`src/sv/tcst_pkg.sv`:
```
// Package for the touch contact slot tracker.
// Holds the shared sizes, codes, FSM states, structs and the bit-search helper.
// Has no dependencies; every other file uses it through scoped names.
package tcst_pkg;

   localparam int MAX_SLOTS = 16;
   localparam int ID_BITS   = 32;
   localparam int SLOT_BITS = $clog2(MAX_SLOTS);

   typedef enum logic [2:0] {
      OP_BEGIN      = 3'd0,
      OP_MOVE       = 3'd1,
      OP_END        = 3'd2,
      OP_CANCEL     = 3'd3,
      OP_CANCEL_ALL = 3'd4
   } op_type;

   typedef enum logic [2:0] {
      ST_NEW      = 3'd0,
      ST_ACTIVE   = 3'd1,
      ST_FULL     = 3'd2,
      ST_MOVED    = 3'd3,
      ST_UNKNOWN  = 3'd4,
      ST_RELEASED = 3'd5,
      ST_IGNORED  = 3'd6,
      ST_NONE     = 3'd7
   } status_type;

   typedef enum logic [1:0] {
      S_IDLE   = 2'd0,
      S_SCAN   = 2'd1,
      S_RESULT = 2'd2,
      S_DRAIN  = 2'd3
   } state_type;

   typedef struct packed {
      logic                 en;
      logic [SLOT_BITS-1:0] addr;
      logic [ID_BITS-1:0]   data;
   } ram_wr_type;

   typedef struct packed {
      logic [SLOT_BITS-1:0] slot;
      status_type           status;
      logic                 batch_end;
      logic                 last;
   } rsp_type;

   // index of the lowest set bit, 0 when none is set
   function automatic logic [SLOT_BITS-1:0] lowest_set(input logic [MAX_SLOTS-1:0] v);
      logic [SLOT_BITS-1:0] idx;
      idx = '0;
      for (int i = MAX_SLOTS - 1; i >= 0; i--) begin
         if (v[i]) begin
            idx = SLOT_BITS'(i);
         end
      end
      return idx;
   endfunction

endpackage

```
`src/sv/tcst_id_ram.sv`:
```
// Contact ID store: one entry per slot, one write and one registered read port.
// Depends on tcst_pkg for sizes. Entries are undefined until written.
module tcst_id_ram (
   input  logic                          clock,
   input  tcst_pkg::ram_wr_type          wr,
   input  logic [tcst_pkg::SLOT_BITS-1:0] rd_addr,
   output logic [tcst_pkg::ID_BITS-1:0]   rd_data
);

   logic [tcst_pkg::ID_BITS-1:0] mem [tcst_pkg::MAX_SLOTS];
   logic [tcst_pkg::ID_BITS-1:0] rd_data_ff;

   always_ff @(posedge clock) begin
      if (wr.en) begin
         mem[wr.addr] <= wr.data;
      end
   end

   always_ff @(posedge clock) begin
      rd_data_ff <= mem[rd_addr];
   end

   assign rd_data = rd_data_ff;

endmodule

```
`src/sv/tcst_ctrl.sv`:
```
// Sequencer of the slot tracker: serial ID search with one shared comparator,
// used bitmap, slot allocation and the cancel-all drain.
// Depends on tcst_pkg; drives tcst_id_ram.
module tcst_ctrl (
   input  logic                          clock,
   input  logic                          reset,
   input  logic                          interactive,
   input  logic                          in_valid,
   output logic                          in_ready,
   input  tcst_pkg::op_type              in_op,
   input  logic [tcst_pkg::ID_BITS-1:0]   in_id,
   input  logic                          in_batch_end,
   output tcst_pkg::ram_wr_type          ram_wr,
   output logic [tcst_pkg::SLOT_BITS-1:0] ram_rd_addr,
   input  logic [tcst_pkg::ID_BITS-1:0]   ram_rd_data,
   input  logic                          out_free,
   output logic                          out_push,
   output tcst_pkg::rsp_type             out_item
);

   tcst_pkg::state_type state_ff, state_in;
   tcst_pkg::op_type    op_ff, op_in;
   logic [tcst_pkg::ID_BITS-1:0]   id_ff, id_in;
   logic                           be_ff, be_in;
   logic [tcst_pkg::MAX_SLOTS-1:0] used_ff, used_in;
   logic [tcst_pkg::MAX_SLOTS-1:0] mask_ff, mask_in;
   logic [tcst_pkg::SLOT_BITS-1:0] scan_ff, scan_in;
   logic                           pend_ff, pend_in;
   logic [tcst_pkg::SLOT_BITS-1:0] pend_idx_ff, pend_idx_in;
   logic [tcst_pkg::SLOT_BITS-1:0] res_slot_ff, res_slot_in;
   tcst_pkg::status_type           res_status_ff, res_status_in;

   logic                           accept;
   logic                           gated;
   logic                           hit;
   logic                           scan_end;
   logic                           resolve;
   logic                           full;
   logic [tcst_pkg::SLOT_BITS-1:0] free_idx;
   logic [tcst_pkg::SLOT_BITS-1:0] low_idx;
   logic [tcst_pkg::MAX_SLOTS-1:0] mask_rest;
   logic                           drain_last;
   logic                           alloc;

   assign accept   = in_valid && in_ready;
   assign gated    = ((in_op == tcst_pkg::OP_BEGIN) || (in_op == tcst_pkg::OP_MOVE))
                     && !interactive;
   // shared comparator: entry read last cycle against the request ID
   assign hit      = pend_ff && used_ff[pend_idx_ff] && (ram_rd_data == id_ff);
   assign scan_end = pend_ff && (pend_idx_ff == tcst_pkg::SLOT_BITS'(tcst_pkg::MAX_SLOTS - 1));
   assign resolve  = (state_ff == tcst_pkg::S_SCAN) && (hit || scan_end);
   assign full     = &used_ff;
   assign free_idx = tcst_pkg::lowest_set(~used_ff);
   assign low_idx  = tcst_pkg::lowest_set(mask_ff);
   assign mask_rest = mask_ff & ~(tcst_pkg::MAX_SLOTS'(1) << low_idx);
   assign drain_last = (mask_rest == '0);
   assign alloc    = resolve && (op_ff == tcst_pkg::OP_BEGIN) && !hit && !full;

   // next state
   always_comb begin
      state_in = state_ff;
      case (state_ff)
         tcst_pkg::S_IDLE: begin
            if (accept) begin
               case (in_op)
                  tcst_pkg::OP_BEGIN, tcst_pkg::OP_MOVE: begin
                     state_in = gated ? tcst_pkg::S_RESULT : tcst_pkg::S_SCAN;
                  end
                  tcst_pkg::OP_END, tcst_pkg::OP_CANCEL: begin
                     state_in = tcst_pkg::S_SCAN;
                  end
                  tcst_pkg::OP_CANCEL_ALL: begin
                     state_in = (used_ff == '0) ? tcst_pkg::S_RESULT : tcst_pkg::S_DRAIN;
                  end
                  default: begin
                     state_in = tcst_pkg::S_RESULT;
                  end
               endcase
            end
         end
         tcst_pkg::S_SCAN: begin
            if (resolve) begin
               state_in = tcst_pkg::S_RESULT;
            end
         end
         tcst_pkg::S_RESULT: begin
            if (out_free) begin
               state_in = tcst_pkg::S_IDLE;
            end
         end
         tcst_pkg::S_DRAIN: begin
            if (out_free && drain_last) begin
               state_in = tcst_pkg::S_IDLE;
            end
         end
         default: begin
            state_in = tcst_pkg::S_IDLE;
         end
      endcase
   end

   // datapath next values
   always_comb begin
      op_in         = op_ff;
      id_in         = id_ff;
      be_in         = be_ff;
      used_in       = used_ff;
      mask_in       = mask_ff;
      scan_in       = scan_ff;
      pend_in       = pend_ff;
      pend_idx_in   = pend_idx_ff;
      res_slot_in   = res_slot_ff;
      res_status_in = res_status_ff;
      case (state_ff)
         tcst_pkg::S_IDLE: begin
            if (accept) begin
               op_in         = in_op;
               id_in         = in_id;
               be_in         = in_batch_end;
               mask_in       = used_ff;
               scan_in       = '0;
               pend_in       = 1'b0;
               res_slot_in   = '0;
               res_status_in = ((in_op == tcst_pkg::OP_CANCEL_ALL) && (used_ff == '0))
                               ? tcst_pkg::ST_NONE : tcst_pkg::ST_IGNORED;
            end
         end
         tcst_pkg::S_SCAN: begin
            if (resolve) begin
               pend_in = 1'b0;
               case (op_ff)
                  tcst_pkg::OP_BEGIN: begin
                     if (hit) begin
                        res_slot_in   = pend_idx_ff;
                        res_status_in = tcst_pkg::ST_ACTIVE;
                     end else if (full) begin
                        res_slot_in   = '0;
                        res_status_in = tcst_pkg::ST_FULL;
                     end else begin
                        res_slot_in       = free_idx;
                        res_status_in     = tcst_pkg::ST_NEW;
                        used_in[free_idx] = 1'b1;
                     end
                  end
                  tcst_pkg::OP_MOVE: begin
                     res_slot_in   = hit ? pend_idx_ff : '0;
                     res_status_in = hit ? tcst_pkg::ST_MOVED : tcst_pkg::ST_UNKNOWN;
                  end
                  tcst_pkg::OP_END, tcst_pkg::OP_CANCEL: begin
                     if (hit) begin
                        res_slot_in          = pend_idx_ff;
                        res_status_in        = tcst_pkg::ST_RELEASED;
                        used_in[pend_idx_ff] = 1'b0;
                     end else begin
                        res_slot_in   = '0;
                        res_status_in = tcst_pkg::ST_UNKNOWN;
                     end
                  end
                  default: begin
                     res_slot_in   = '0;
                     res_status_in = tcst_pkg::ST_IGNORED;
                  end
               endcase
            end else begin
               // read one entry ahead of the compare
               pend_in     = 1'b1;
               pend_idx_in = scan_ff;
               scan_in     = scan_ff + tcst_pkg::SLOT_BITS'(1);
            end
         end
         tcst_pkg::S_DRAIN: begin
            if (out_free) begin
               mask_in = mask_rest;
               if (drain_last) begin
                  used_in = '0;
               end
            end
         end
         default: begin
         end
      endcase
   end

   // outputs
   always_comb begin
      in_ready     = (state_ff == tcst_pkg::S_IDLE);
      ram_rd_addr  = scan_ff;
      ram_wr.en    = alloc;
      ram_wr.addr  = free_idx;
      ram_wr.data  = id_ff;
      out_push     = 1'b0;
      out_item.slot      = res_slot_ff;
      out_item.status    = res_status_ff;
      out_item.batch_end = be_ff;
      out_item.last      = 1'b1;
      case (state_ff)
         tcst_pkg::S_RESULT: begin
            out_push = out_free;
         end
         tcst_pkg::S_DRAIN: begin
            out_push           = out_free;
            out_item.slot      = low_idx;
            out_item.status    = tcst_pkg::ST_RELEASED;
            out_item.batch_end = be_ff && drain_last;
            out_item.last      = drain_last;
         end
         default: begin
         end
      endcase
   end

   always_ff @(posedge clock) begin
      if (reset) begin
         state_ff <= tcst_pkg::S_IDLE;
         used_ff  <= '0;
         pend_ff  <= 1'b0;
      end else begin
         state_ff <= state_in;
         used_ff  <= used_in;
         pend_ff  <= pend_in;
      end
   end

   always_ff @(posedge clock) begin
      op_ff         <= op_in;
      id_ff         <= id_in;
      be_ff         <= be_in;
      mask_ff       <= mask_in;
      scan_ff       <= scan_in;
      pend_idx_ff   <= pend_idx_in;
      res_slot_ff   <= res_slot_in;
      res_status_ff <= res_status_in;
   end

endmodule

```
`src/sv/touch_contact_slot_tracker_core.sv`:
```
// Top level of the touch contact slot tracker: stream ports, control register,
// result register. Depends on tcst_pkg, tcst_ctrl and tcst_id_ram.
//
// Usage:
//  - req_* carries one contact event per request: operation (begin, move, end,
//    cancel, cancel all), contact ID, and the batch marker on req_tlast.
//  - rsp_* returns results: slot and status in rsp_tdata, the batch marker on
//    rsp_tuser, and rsp_tlast on the final result of each request.
//  - csr_* is an APB-style port with one register, interactive, at address 0.
//    It resets to 1; write it only while no request is in flight.
// Sequencing:
//  - Begin, move, end and cancel search the ID table one slot per cycle
//    through the single read port of the ID store, stopping at a hit or after
//    the last slot. Ignored requests and empty cancel all skip the search and
//    go straight to the result state.
//  - Cancel all gives one result per active slot, ascending, on consecutive
//    cycles while rsp_tready does not stall; the sequencer enters its drain
//    state after accept and pushes each result into the result register.
//  - req_tready is high only while idle; one request is worked at a time.
// Reset clears the used bitmap, sequencer state and result valid; ID entries
// stay stale but are only matched behind a set used bit. A stalled rsp_tready
// holds the result register and the sequencer waits; nothing is dropped.
module touch_contact_slot_tracker_core (
   input  logic        clock,
   input  logic        reset,
   // request channel
   input  logic        req_tvalid,
   output logic        req_tready,
   input  logic [39:0] req_tdata,   // [2:0] operation, [34:3] touch_id, [39:35] zero
   input  logic        req_tlast,   // last_in_batch
   // result channel
   output logic        rsp_tvalid,
   input  logic        rsp_tready,
   output logic [7:0]  rsp_tdata,   // [3:0] slot, [6:4] status, [7] zero
   output logic        rsp_tuser,   // batch_end
   output logic        rsp_tlast,   // last result of this request
   // control registers
   input  logic        csr_psel,
   input  logic        csr_penable,
   input  logic        csr_pwrite,
   input  logic [2:0]  csr_paddr,
   input  logic [31:0] csr_pwdata,
   output logic [31:0] csr_prdata,
   output logic        csr_pready
);

   localparam logic REG_INTERACTIVE = 1'b0;  // word index of the register

   logic interactive_ff, interactive_in;
   logic csr_wr;

   logic                 rsp_valid_ff, rsp_valid_in;
   tcst_pkg::rsp_type    rsp_ff, rsp_in;

   logic                           out_free;
   logic                           out_push;
   tcst_pkg::rsp_type              out_item;
   tcst_pkg::ram_wr_type           ram_wr;
   logic [tcst_pkg::SLOT_BITS-1:0] ram_rd_addr;
   logic [tcst_pkg::ID_BITS-1:0]   ram_rd_data;

   // register port
   assign csr_pready = 1'b1;
   assign csr_wr     = csr_psel && csr_penable && csr_pwrite && csr_pready;

   always_comb begin
      interactive_in = interactive_ff;
      if (csr_wr && (csr_paddr[2] == REG_INTERACTIVE)) begin
         interactive_in = csr_pwdata[0];
      end
   end

   assign csr_prdata = (csr_paddr[2] == REG_INTERACTIVE) ? {31'd0, interactive_ff} : 32'd0;

   // result register: free when empty or being taken this cycle
   assign out_free     = !rsp_valid_ff || rsp_tready;
   assign rsp_valid_in = out_push || (rsp_valid_ff && !rsp_tready);
   assign rsp_in       = out_push ? out_item : rsp_ff;

   always_ff @(posedge clock) begin
      if (reset) begin
         interactive_ff <= 1'b1;
         rsp_valid_ff   <= 1'b0;
      end else begin
         interactive_ff <= interactive_in;
         rsp_valid_ff   <= rsp_valid_in;
      end
   end

   always_ff @(posedge clock) begin
      rsp_ff <= rsp_in;
   end

   assign rsp_tvalid = rsp_valid_ff;
   assign rsp_tdata  = {1'b0, rsp_ff.status, rsp_ff.slot};
   assign rsp_tuser  = rsp_ff.batch_end;
   assign rsp_tlast  = rsp_ff.last;

   tcst_ctrl u_ctrl (
      .clock        (clock),
      .reset        (reset),
      .interactive  (interactive_ff),
      .in_valid     (req_tvalid),
      .in_ready     (req_tready),
      .in_op        (tcst_pkg::op_type'(req_tdata[2:0])),
      .in_id        (req_tdata[34:3]),
      .in_batch_end (req_tlast),
      .ram_wr       (ram_wr),
      .ram_rd_addr  (ram_rd_addr),
      .ram_rd_data  (ram_rd_data),
      .out_free     (out_free),
      .out_push     (out_push),
      .out_item     (out_item)
   );

   tcst_id_ram u_id_ram (
      .clock   (clock),
      .wr      (ram_wr),
      .rd_addr (ram_rd_addr),
      .rd_data (ram_rd_data)
   );

endmodule
```
`config.mk`:
```
export PLATFORM = sky130hd
export DESIGN_NAME = touch_contact_slot_tracker_core
export DESIGN_NICKNAME = d
export VERILOG_FILES = /design/src/sv/tcst_pkg.sv /design/src/sv/tcst_id_ram.sv /design/src/sv/tcst_ctrl.sv /design/src/sv/touch_contact_slot_tracker_core.sv
export SDC_FILE = /design/constraint.sdc
export NUM_CORES = 1
export LEC_CHECK = 0
export BUFFER_PORTS_ARGS = -buffer_cell sky130_fd_sc_hd__buf_4
export CAP_MARGIN = 20
export CORE_UTILIZATION = 60
export DETAILED_ROUTE_END_ITERATION = 8
export PLACE_DENSITY = 0.78
export SETUP_SLACK_MARGIN = 0.2
export SLEW_MARGIN = 25
export SYNTH_ARGS = -nofsm -noshare
export SYNTH_HDL_FRONTEND = slang
export SYNTH_HIERARCHICAL = 1
export SYNTH_SLANG_ARGS = --single-unit
export TNS_END_PERCENT = 20
```
`constraint.sdc`:
```
create_clock -name clock -period 6.3 [get_ports clock]
set_clock_uncertainty 0.2 [all_clocks]
set_input_delay 1.26 -clock clock [delete_from_list [all_inputs] [get_ports clock]]
set_output_delay 1.26 -clock clock [all_outputs]
set_load 0.01 [all_outputs]
```
## After elaboration in Yosys (flattened, before gate mapping)

Memory sizes are Yosys's and may differ from the RTL's. A register that Yosys moved wholly into a read port is not among the register bits.
Cells that the tools add are included.

- Bits of input ports: 83
- Output and inout bits: 45
- Bits in registers: 97
- Word-level logic and storage cells: 187
- Bits in writable memories: 512
- Memories kept: 1

Memories:

| name | words | bits a word | rd ports | clocked after memory_dff | wr ports | RTL line | RTL |
|---|---|---|---|---|---|---|---|
| u_id_ram.mem | 16 | 32 | 1 | 1 | 1 | tcst_id_ram.sv:10 | `logic [tcst_pkg::ID_BITS-1:0] mem [tcst_pkg::MAX_SLOTS];` |

- Multiplexer cells: 83
- Equality and inequality tests: 23
- Magnitude comparators: 4
- Shift-type cells: 1
- Reductions and logical operators: 49
- Bitwise logic cells: 8
- Add/subtract/negate cells: 1

Operators with widths:

| cell | number |
|---|---|
| 2-to-1 mux 4 bit | 38 |
| 2-to-1 mux 16 bit | 8 |
| case mux 16 bit (2 select lines) | 3 |
| NOT 16 bit | 3 |
| bitwise AND 16 bit | 2 |
| equality test 32 bit | 1 |
| logical NOT 16 bit | 2 |
| case mux 4 bit (2 select lines) | 3 |
| logical AND 1 bit | 18 |
| OR 16 bit | 1 |
| AND reduction 16 bit | 1 |
| left shift 1 x 4 -> 16 bit, first input constant | 1 |
| equality test 3 x 2 -> 1 bit, second input constant | 4 |
| 2-to-1 mux 1 bit | 12 |
| 2-to-1 mux 2 bit | 6 |
| 2-to-1 mux 3 bit | 4 |
| < comparator 4 x 5 -> 1 bit, second input constant | 2 |
| != test 2 x 1 -> 1 bit, second input constant | 5 |
| 2-to-1 mux 9 bit | 1 |
| != test 3 bit, second input constant | 3 |
| case mux 3 bit (3 select lines) | 1 |
| AND reduction 3 bit | 3 |
| demux 1 bit (select 4 bit) | 2 |
| >= comparator 4 x 1 -> 1 bit, second input constant | 2 |
| other kinds (24) | 43 |

## Logic depth before layout (Yosys ltp)

Gate-level depths: netlist of run 1.

- Word-level depth: 27
- Gate-level depth with buffers: 12
- Gate-level depth less buffers: 9

## Hierarchy

The synthesis of run 1 kept the hierarchy.

By module, submodules not included:

| module | cells each | area each (um2) | seq. area each (um2) | instances |
|---|---|---|---|---|
| tcst_id_ram | 838 | 19,835.3 | 16,015.4 | 1 |
| tcst_ctrl | 499 | 4,978.5 | 2,392.3 | 1 |
| touch_contact_slot_tracker_core | 54 | 628.1 | 310.3 | 1 |

## Least setup slack after synthesis of run 1

OpenSTA, ideal clock, no wires.

- Kind: reg2reg
- From: register u_ctrl/pend_idx_ff[2] (netlist name)
- To: memory u_id_ram/mem[0][0] (netlist name) (enable)
- Library setup time: 0.461 ns
- Setup slack: 1.004 ns
- Required time: 5.639 ns
- Arrival time: 4.635 ns
- Stages on the path, launching flop included: 10
- Period minus slack after synthesis: 5.296 ns
- Path buffers: 2
- Cells stage by stage: edfxtp_1 -> mux4_2 -> mux2i_1 -> mux2_2 -> nor2_1 -> clkbuf_1 -> nor4_1 -> buf_4 -> or3b_2 -> nor3_1

- Word-level cells in the longest chain between the ends: 11
- Elaborated cells on any way between the ends: 14
- Classes of those cells: 1 x eq/ne; 4 x mux; 9 x reduce/logical

RTL lines:

| what | RTL line | RTL |
|---|---|---|
| start: declaration | tcst_ctrl.sv:29 | `logic [tcst_pkg::SLOT_BITS-1:0] pend_idx_ff, pend_idx_in;` |
| start signal: assignment | tcst_ctrl.sv:230 | `pend_idx_ff <= pend_idx_in;` |
| binary-select mux 1 bit (select 4 bit) | tcst_ctrl.sv:49 | `assign hit = pend_ff && used_ff[pend_idx_ff] && (ram_rd_data == id_ff);` |
| 2-to-1 mux 1 bit (implied by the code) | tcst_ctrl.sv:49 |  |
| logical AND 1 bit (2 in series) | tcst_ctrl.sv:49 |  |
| logical OR 1 bit | tcst_ctrl.sv:51 | `assign resolve = (state_ff == tcst_pkg::S_SCAN) && (hit \|\| scan_end);` |
| logical AND 1 bit | tcst_ctrl.sv:51 |  |
| logical AND 1 bit | tcst_ctrl.sv:57 | `assign alloc = resolve && (op_ff == tcst_pkg::OP_BEGIN) && !hit && !full;` |
| logical AND 1 bit (*) (2 in series) | tcst_ctrl.sv:57 |  |
| named net u_ctrl.alloc | tcst_ctrl.sv:43 | `logic alloc;` |
| 2-to-1 mux 1 bit (*) | tcst_id_ram.sv:14 | `if (wr.en) begin` |
| 2-to-1 mux 1 bit (implied by the code) (*) | tcst_id_ram.sv:15 | `mem[wr.addr] <= wr.data;` |
| end: declaration | tcst_id_ram.sv:10 |  |

Mark *: on every way through the listed nets, which the timed path passes. The rest lies on a longest branch. The select of a mux whose other input is x is not followed.

==> results of run 1 <==
==> flip-flops by register name (all words and copies together) (netlist names), 2 cells and up <==
register              flops
rsp_tdata                 7
u_ctrl/id_ff             32
u_ctrl/mask_ff           16
u_ctrl/op_ff              3
u_ctrl/pend_idx_ff        4
u_ctrl/ram_rd_addr        4
u_ctrl/res_slot_ff        4
u_ctrl/res_status_ff      3
u_ctrl/state_ff           2
u_ctrl/used_ff           16
u_id_ram/mem            512
u_id_ram/rd_data         32
==> worst max-delay path, stage by stage (launching register included) <==
cell      delay (ns)
edfxtp_1        0.63
xor2_1          0.38
nor4_1          0.13
nor4bb_1        0.16
nand4_1         0.31
nor2_1          0.25
nor4_1          0.73
nand3_1         0.47
nor2_4          0.65
buf_4           0.52
==> cell usage in the layout, fill, tap and decap left out, types with 4 or more instances in the layout <==
cell,synthesis,final
a211oi_1,8,8
a21o_1,7,7
a21oi_1,24,24
a221oi_1,6,6
a22oi_1,65,65
a31oi_1,10,10
and2_1,9,7
buf_4,43,84
bufinv_16,0,7
clkbuf_1,35,22
clkbuf_16,0,62
clkbuf_8,0,6
clkinv_1,0,5
clkinv_2,0,5
conb_1,2,33
dfxtp_1,53,53
edfxtp_1,588,588
inv_1,18,18
mux2i_1,5,5
mux4_2,132,132
nand2_1,86,86
nand2b_1,18,18
nand3_1,17,17
nand4_1,12,12
nor2_1,54,41
nor2_4,0,13
nor2b_1,9,7
nor3_1,15,11
nor3_2,0,4
nor4_1,12,12
o211ai_1,6,6
o21ai_0,25,25
o22ai_1,4,4
o311ai_0,4,4
o31ai_1,6,6
or2_2,5,5
xnor2_1,20,20
xor2_1,14,14
==> metal layers <==
metal	routed length, um	global-route usage, %	share of wire [%]
met1	21700	36.5	38
met2	29000	44.5	51
met3	4450	4.20	7.8
met4	1700	9.94	3.0
met5	0	0	0
==> cells by family after synthesis <==
kind of cell               after synthesis  synth area share, %
and+or+nand+nor                        256                 5.08
DFF                                    641                 73.6
adders and majority gates                1               0.0492
muxes                                  139                 12.0
AOI/OAI and AO/OA                      198                 5.63
other                                    2               0.0295
xor gates and xnor gates                34                 1.17
buffers and inverters                  120                 2.51
==> power by group <==
part	internal, uW	total (uW)	switching [uW]
combinational	895	2010	1110
clock	2190	3730	1550
sequential	5000	5290	294
==> cell type report <==
| type | count | area (um2) | share of cell area, % |
|---|---|---|---|
| inverters | 19 | 71.3 | 0.249 |
| multi-input cells | 661 | 6340 | 22.2 |
| clock inverters | 24 | 358 | 1.25 |
| well taps | 539 | 674 | 2.36 |
| clock buffers | 90 | 1720 | 6.00 |
| repair buffers | 88 | 726 | 2.54 |
| flip-flops and latches | 641 | 18700 | 65.4 |
==> worst max-delay path by stage <==
| stage | start | endpoint | slack, ns |
|---|---|---|---|
| after floorplan | u_ctrl/pend_idx_ff[2]$_DFFE_PP_ | u_id_ram/mem[0][0]$_DFFE_PP_ | 1.00 |
| after global placement | u_ctrl/pend_idx_ff[3]$_DFFE_PP_ | u_id_ram/mem[3][16]$_DFFE_PP_ | 1.65 |
| after detailed placement | u_ctrl/id_ff[11]$_DFFE_PP_ | u_id_ram/mem[3][27]$_DFFE_PP_ | 1.55 |
| after CTS | u_ctrl/id_ff[11]$_DFFE_PP_ | u_id_ram/mem[3][27]$_DFFE_PP_ | 1.54 |
| after global routing | u_ctrl/pend_idx_ff[2]$_DFFE_PP_ | u_id_ram/mem[13][28]$_DFFE_PP_ | 1.28 |
| final | u_ctrl/id_ff[8]$_DFFE_PP_ | u_id_ram/mem[13][27]$_DFFE_PP_ | 1.48 |
==> stage by stage <==
| stage | util, % | hold slack (ns) |
|---|---|---|
| after floorplan | - | 0.277 |
| after global placement | 63.2 | 0.303 |
| after detailed placement | 63.4 | 0.311 |
| after CTS | 68.3 | 0.325 |
| after global routing | 68.3 | 0.327 |
| final | 68.3 | 0.319 |
==> metrics.cfg, run 1 <==
[outcome]
status=complete, no violations

[sta]
setup_viol=0
rsz0062_at_grt=false
tns_ns=0
fin_ws_ns=1.48
slew-limit-headroom_pct=29.2
finalCritPeriodShare_pct=76.5
max_freq_mhz=207
fin_crit_ns=4.82
slew_viol_final=0
tightestPinTransition_ns=1.06
hold_viol_final=0

[cts]
cts.sinks=641
cts_resized=0
cts_tree=built
clock_latency_ns=0.63
postCtsSetupBuffers=0
path_clk_slew_ns=0.06
h-tree-depth=2
numCtsBuffers=61
postCtsHoldBufs=0
clockBufferDepth=3
cts-root-buf=clkbuf_16

[logic_synthesis]
yosysSeqAreaShare_pct=73.6
avgSynthCellArea_um2=18.3
synth.ff_latch_count=641
yosysTopAreaCellShare_pct=69.4
synth_cells=1391
synth.largest_area_cell=edfxtp_1
synth_most_common_cell=edfxtp_1
synth_commonest_cells=588 x edfxtp_1, 132 x mux4_2, 86 x nand2_1, 65 x a22oi_1, 54 x nor2_1
synth_flop_cell=edfxtp_1
ys_top_cells_by_area=edfxtp_1 69%, mux4_2 12%, dfxtp_1 4.2%, a22oi_1 1.9%, buf_4 1.3%
yosysWarnings=6
synth_edf_count=588
syn_area_mm2=0.0254
async_flop_share_pct=0
ys_types=72

[critical_path]
cp-start-kind=flip-flop
worstPathArrival_ns=4.88
critical_path_required_ns=6.36
worst_r2r_path_depth=9
worstReg2RegStart=u_ctrl/id_ff[8]$_DFFE_PP_
critPathCaptureType=flip-flop
crit_type=flip-flop to flip-flop
crit_path_max_fanout=21
reg2reg_slack_ns=1.48
r2r_end=u_id_ram/mem[13][27]$_DFFE_PP_

[global_routing]
grt_max_degree=132
grt_util_all_layers_pct=26.8
grt_pass1_wl_um=85200
grt_antenna_before_repair=0
grt-ovfl-total=0
grt_pass1_vias=13804

[flow_run]
max-cap-violations=0

[min_path]
min_delay_path_depth=1
hp-class=flip-flop to flip-flop
hold_end=rsp_tdata[6]$_DFFE_PP_
holdCritStartpoint=u_ctrl/res_status_ff[2]$_SDFFCE_PN1P_

[placement]
gp_congestion=0.958
io_buffers=56
place_ws_ns=1.55
placedCellCount=1948
place_hpwl_um=31700
place_area_mm2=0.0265

[drt]
drc_errors=0
wl_um=56900
num_vias=13599
drt-pass1-iter-count=5
drt_iter0_markers=1390
ant_nets=0
via_per_inst=6.60
wl_per_cell_um=27.6

[cells_and_area]
drive_gt1_share_pct=22.8
stdcell_count=2062
nets=1556
fillCellCount=2542
antenna_cells=0
final_area_mm2=0.0286
area_delta_synth_final_pct=12.4

[pwr]
peakVddDrop_mv=0.294
power_leakage_uw=0.00929
powerDensity_mw_per_mm2=386
p_total_uw=11000

[floorplanning]
core_mm2=0.0419
initial_core_util_pct=60.8
num_rows=75
die_area_mm2=0.0432
die_y_um=208
ios=128
die-width_um=208

Power figures use the tool's default switching activity.
==> run 2: changes to the inputs <==
--- a/config.mk
+++ b/config.mk
@@ -7,9 +7,9 @@
 export LEC_CHECK = 0
 export BUFFER_PORTS_ARGS = -buffer_cell sky130_fd_sc_hd__buf_4
 export CAP_MARGIN = 20
-export CORE_UTILIZATION = 60
+export CORE_UTILIZATION = 55
 export DETAILED_ROUTE_END_ITERATION = 8
-export PLACE_DENSITY = 0.78
+export PLACE_DENSITY = 0.76
 export SETUP_SLACK_MARGIN = 0.2
 export SLEW_MARGIN = 25
 export SYNTH_ARGS = -nofsm -noshare
==> constraint.sdc (replaced) <==
create_clock -name clock -period 4.01 [get_ports clock]
set_clock_uncertainty 0.2 [all_clocks]
set_input_delay 0.802 -clock clock [delete_from_list [all_inputs] [get_ports clock]]
set_output_delay 0.802 -clock clock [all_outputs]
set_load 0.01 [all_outputs]
==> run 2 against run 1 <==
Maximum frequency rose by 32%. First-iteration DRC count increased by 13%. Power increased by 56%. Non-clock buffer count grew 67. Sequential share of layout area decreased by 1.7 points. Count of clock-buffer cells in the layout decreased by 12. Worst setup slack got worse by 1.1 ns. Critical path type unchanged.
==> metrics.cfg, run 2 (synthesis results as in run 1) <==
[sta]
finalCritPeriodShare_pct=91.3
tightestPinTransition_ns=0.929
tns_ns=0
max_freq_mhz=273
slew_viol_final=0
fin_crit_ns=3.66
rsz0062_at_grt=true
hold_viol_final=0
setup_viol=0
slew-limit-headroom_pct=37.9

[global_routing]
grt_antenna_before_repair=1
grt-ovfl-total=0
grt_pass1_wl_um=84800
grt_max_degree=67
grt_pass1_vias=13630
grt_util_all_layers_pct=24.5

[cts]
numCtsBuffers=59
h-tree-depth=2
path_clk_slew_ns=0.06
postCtsHoldBufs=0
clockBufferDepth=3
clock_latency_ns=0.61
cts-root-buf=clkbuf_16
cts.sinks=641
cts_tree=built

[drt]
wl_per_cell_um=25.9
num_vias=13685
drt_iter0_markers=1566
via_per_inst=6.26
ant_nets=0
drc_errors=0
drt-pass1-iter-count=6
wl_um=56700

[cells_and_area]
nets=1621
final_area_mm2=0.0294
final_cell_mix=588 x edfxtp_1, 132 x mux4_2, 127 x buf_4
largest_reg_flops=512
stdcell_count=2187
utilization_pct=64.6
regMostFlops=u_id_ram/mem
drive_gt1_share_pct=26.2
final_common_cell=edfxtp_1
antenna_cells=0
area_delta_synth_final_pct=15.5

[critical_path]
critical_path_required_ns=4.16
crit_path_max_fanout=17
slowest_delay_ns=0.60
crit_top_cell=buf_4
worstPathArrival_ns=3.81
r2r_end=u_id_ram/mem[1][8]$_DFFE_PP_
worst_r2r_path_depth=10
path_cells=xnor2_1 > nand2_1 > a2111oi_0 > nand4_1 > nor2_1 > nor4_1 > buf_4 > or3b_4 > nor2_4 > buf_4
crit_type=flip-flop to flip-flop
critPathCaptureType=flip-flop
worstReg2RegStart=u_ctrl/id_ff[25]$_DFFE_PP_
cp-start-kind=flip-flop
reg2reg_slack_ns=0.35
cp_slowest_cell=edfxtp_1

[placement]
gp_congestion=0.878
io_buffers=56
place_area_mm2=0.0272
placedCellCount=2051
place_hpwl_um=33000

[pwr]
peakVddDrop_mv=0.477
powerDensity_mw_per_mm2=588
power_leakage_uw=0.00962
p_total_uw=17300

[floorplanning]
die-width_um=217
die_area_mm2=0.0471
die_y_um=217
ios=128
num_rows=78
core_mm2=0.0455
initial_core_util_pct=55.9

[flow_run]
max-cap-violations=0

[min_path]
holdCritStartpoint=req_tdata[9]
hold_end=u_ctrl/id_ff[6]$_DFFE_PP_
hp-class=input port to flip-flop
min_delay_path_depth=1

[outcome]
status=complete, no violations

-- run 2: stage by stage --
stage                     setup WS (ns)  hold WS (ns)
final                             0.351         0.164
after global routing              0.200         0.139
after CTS                         0.295         0.130
after detailed placement          0.280         0.285
after global placement            0.296         0.294
after floorplan                 -0.0638         0.277
-- run 2: area by class of cell --
class / count / area [um2]
clock buffers: 78 / 1600
inverters: 19 / 71.3
clock inverters: 33 / 360
multi-input cells: 661 / 6370
fillers: 3067 / 16100
repair buffers: 155 / 1510
well taps: 600 / 751
flip-flops and latches: 641 / 18700
-- run 2: repair_timing --
action | in CTS | in global routing
cloned | 0 | 0
buffers inserted | 1 | 23
gates resized for setup | 0 | 1
setup endpoints to repair | 2 | 39
-- run 2: critical path, delay by kind of cell, from the launching register on --
| kind | cells | cell delay, ns |
|---|---|---|
| compound gates | 1 | 0.50 |
| simple gates | 6 | 1.29 |
| xor+xnor | 1 | 0.42 |
| flops | 1 | 0.60 |
| buf+inv | 2 | 0.38 |
-- run 2: worst max-delay path by stage --
stage | startpoint | end | slack [ns]
5_1_grt | u_ctrl/id_ff[25]$_DFFE_PP_ | u_id_ram/mem[0][13]$_DFFE_PP_ | 0.20
6_report | u_ctrl/id_ff[25]$_DFFE_PP_ | u_id_ram/mem[1][8]$_DFFE_PP_ | 0.35
3_5_place_dp | u_ctrl/id_ff[11]$_DFFE_PP_ | u_id_ram/mem[0][14]$_DFFE_PP_ | 0.28
2_1_floorplan | u_ctrl/pend_idx_ff[2]$_DFFE_PP_ | u_id_ram/mem[13][0]$_DFFE_PP_ | -0.06
4_1_cts | u_ctrl/id_ff[25]$_DFFE_PP_ | u_ctrl/res_status_ff[0]$_DFFE_PP_ | 0.30
3_3_place_gp | u_ctrl/id_ff[11]$_DFFE_PP_ | u_id_ram/mem[0][14]$_DFFE_PP_ | 0.30
-- run 2: metal layers --
metal  share of wire [%]  routed length, um  global-route usage (%)  up-vias
li1                    -                  -                       -     5893
met1                  40              22600                    34.3     7030
met2                  50              28100                    39.9      651
met3                 7.4               4200                    3.41      111
met4                 3.1               1730                    8.85        0
met5                   0                  0                       0        -
-- run 2: power by group --
| group | leakage [uW] | switching, uW | total, uW | internal, uW |
|---|---|---|---|---|
| Sequential | 0.00576 | 386 | 8230 | 7850 |
| Combinational | 0.00290 | 1900 | 3410 | 1510 |
| Clock | 0.000956 | 2360 | 5630 | 3260 |
| Total | 0.00962 | 4650 | 17300 | 12600 |
==> run 3: changes to the inputs <==
--- a/config.mk
+++ b/config.mk
@@ -5,9 +5,10 @@
 export SDC_FILE = /design/constraint.sdc
 export NUM_CORES = 1
 export LEC_CHECK = 0
+export ABC_AREA = 1
 export BUFFER_PORTS_ARGS = -buffer_cell sky130_fd_sc_hd__buf_4
 export CAP_MARGIN = 20
-export CORE_UTILIZATION = 55
+export CORE_UTILIZATION = 56
 export DETAILED_ROUTE_END_ITERATION = 8
 export PLACE_DENSITY = 0.76
 export SETUP_SLACK_MARGIN = 0.2
==> run 3 against run 2 <==
First-iteration DRC count up 55%. Core utilization down 1.3 points. Combinational power up 75%. Critical path depth up 1. Critical endpoint is now u_id_ram/mem[2][29]$_DFFE_PP_. Sequential power up 2.7%. Global-route usage up 2.8 points. Synthesized area up 12%. Largest power group unchanged. Clock power down 3%.
==> metrics.cfg, run 3 <==
[cells_and_area]
antenna_cells=0
nets=2986
largest_reg_flops=512
final_cell_mix=822 x nand2_1, 588 x edfxtp_1, 485 x inv_1
multi_input_area_mm2=0.00709
area_delta_synth_final_pct=11.5
regMostFlops=u_id_ram/mem
final_common_cell=nand2_1
drive_gt1_share_pct=9.08
final-seq-area_mm2=0.0187
fillCellCount=3756

[placement]
gp_congestion=0.866
io_buffers=56
place_hpwl_um=39300
place_ws_ns=0.343

[critical_path]
crit_top_cell=inv_1
critPathCaptureType=flip-flop
cp_slowest_cell=edfxtp_1
critPathTopFamily=simple AND/OR/NAND/NOR gates
crit_type=flip-flop to flip-flop
path_cells=xor2_1 > inv_1 > o2111ai_1 > nor4_2 > nand3b_4 > a21oi_1 > nand2_1 > inv_1 > nand3_1 > nor2_4 > buf_12
crit_path_max_fanout=32
slowest_delay_ns=0.62
worst-path-buf-inv=3
cp-start-kind=flip-flop
worstPathArrival_ns=3.71
critical_path_required_ns=4.11

[logic_synthesis]
ys_types=55
synth.ff_latch_count=641
syn_area_mm2=0.0285
synth_cells=2829
synth.largest_area_cell=edfxtp_1
avgSynthCellArea_um2=10.1
yosysTopAreaCellShare_pct=62.0
synth_edf_count=588
ys_top_cells_by_area=edfxtp_1 62%, nand2_1 11%, nand3_1 7.3%, inv_1 6.4%, dfxtp_1 3.7%
synth_commonest_cells=822 x nand2_1, 588 x edfxtp_1, 486 x inv_1, 416 x nand3_1, 85 x nor2_1
yosysWarnings=6
synth_flop_cell=edfxtp_1
async_flop_share_pct=0
synth_most_common_cell=nand2_1
yosysSeqAreaShare_pct=65.7

[global_routing]
grt_antenna_before_repair=0
grt_util_all_layers_pct=27.3
grt_pass1_wl_um=107000
met1_usage_pct=36.0
grt-ovfl-total=0
globalRouteMet2Util_pct=46.0
met3_usage_pct=3.25
grt_max_degree=132
grt_pass1_vias=19601
grt-busiest-layer=met2

[sta]
holdWs_ns=0.131
finalCritPeriodShare_pct=90.1
rsz0062_at_grt=false
tightestPinTransition_ns=0.803
slew_viol_final=0
fin_ws_ns=0.398
slew-limit-headroom_pct=46.3
tns_ns=0
setup_viol=0
fin_crit_ns=3.61
max_freq_mhz=277
hold_viol_final=0

[outcome]
status=complete, no violations

[cts]
clockBufferDepth=3
numCtsBuffers=60
cts_tree=built
cts.sinks=641
h-tree-depth=2
cts-root-buf=clkbuf_16
path_clk_slew_ns=0.06
postCtsHoldBufs=0
clock_latency_ns=0.64

[pwr]
p_sw_share_pct=35.2
p_total_uw=19900
p_switching_uw=7000
peakVddDrop_mv=0.787
power_frac_comb_pct=30.1
clockPowerShare_pct=27.4
p_int_uw=12900
p_seq_share_pct=42.5
powerDensity_mw_per_mm2=626
power_leakage_uw=0.0133

[drt]
num_vias=20044
drt_iter0_markers=2435
ant_nets=0
drc_errors=0
wl_um=69000
wl_per_cell_um=19.0
drt-pass1-iter-count=5
via_per_inst=5.53

[min_path]
hp-class=input port to flip-flop

[floorplanning]
ios=128
num_rows=82
initial_core_util_pct=56.8
die_area_mm2=0.0518
die_y_um=228
core_mm2=0.0502
die-width_um=228

[flow_run]
max-cap-violations=0

-- run 3: cell types whose count changed after synthesis, moves of 18 or more --
cell      change
a22oi_1      -61
buf_2        +32
buf_6        +25
inv_1       +468
mux4_2      -132
nand2_1     +736
nand2b_1     -18
nand3_1     +399
nor2_1       +31
-- run 3: logic make-up (layout without fill, tap and decap cells) --
group | after synthesis | count (layout) | share of synthesized area (%)
XOR/XNOR | 11 | 11 | 0.338
other | 2 | 33 | 0.0264
AND/OR/NAND/NOR | 1395 | 1395 | 21.0
buffers and inverters | 653 | 745 | 10.2
AO/OA/AOI/OAI | 126 | 126 | 2.68
flip-flops | 641 | 641 | 65.7
adder cells (fa/ha/maj) | 1 | 1 | 0.0439
-- run 3: power by group through the flow --
stage | logic (uW) | registers (uW) | clock network, uW
after floorplan | 4300 | 8560 | 0
after global placement | 5640 | 8570 | 0
after detailed placement | 5810 | 8590 | 0
after CTS | 5870 | 8450 | 5490
after global routing | 6570 | 8490 | 5740
final | 5970 | 8450 | 5450
-- run 3: layout make-up --
type	count	area share, %
inverters	500	5.94
flip-flops and latches	641	59.0
repair buffers	133	4.17
clock inverters	35	0.910
multi-input cells	1566	22.3
well taps	672	2.65
clock buffers	77	5.03
-- run 3: worst reg2reg max path: stages, from the launching register on --
cell       delay [ns]
edfxtp_1         0.62
xor2_1           0.26
inv_1            0.17
o2111ai_1        0.16
nor4_2           0.38
nand3b_4         0.21
a21oi_1          0.17
nand2_1          0.07
inv_1            0.12
nand3_1          0.35
nor2_4           0.23
buf_12           0.30
-- run 3: path summary, 6_finish.rpt --
check | slack [ns] | from | depth (start not counted) | endpoint
max | 0.40 | u_ctrl/id_ff[22]$_DFFE_PP_ | 11 | u_id_ram/mem[2][29]$_DFFE_PP_
min reg2reg | 0.29 | interactive_ff$_SDFFE_PP1P_ | 2 | interactive_ff$_SDFFE_PP1P_
min | 0.13 | req_tdata[21] | 1 | u_ctrl/id_ff[18]$_DFFE_PP_
max reg2reg | 0.40 | u_ctrl/id_ff[22]$_DFFE_PP_ | 11 | u_id_ram/mem[2][29]$_DFFE_PP_
-- run 3: what timing repair did --
action	in CTS	in global routing
setup buffers	0	5
resized for setup	0	0
setup endpoints to repair	0	377
-- run 3: metrics by stage --
| step | area [um2] | utilization [%] | cells |
|---|---|---|---|
| finish | 31700 | 63.3 | 3624 |
| global route | 31700 | 63.3 | 3624 |
| CTS | 31700 | 63.2 | 3619 |
| detailed placement | 29800 | 59.4 | 3507 |
| global placement | 29800 | 59.4 | 3507 |
| floorplan | 28600 | - | 2860 |
-- run 3: per-layer routing --
layer  wire (um)  vias to the layer above
li1            -                     9329
met2       33700                      990
met1       27200                     9554
met4        2560                        0
met3        5530                      171
met5           0                        -
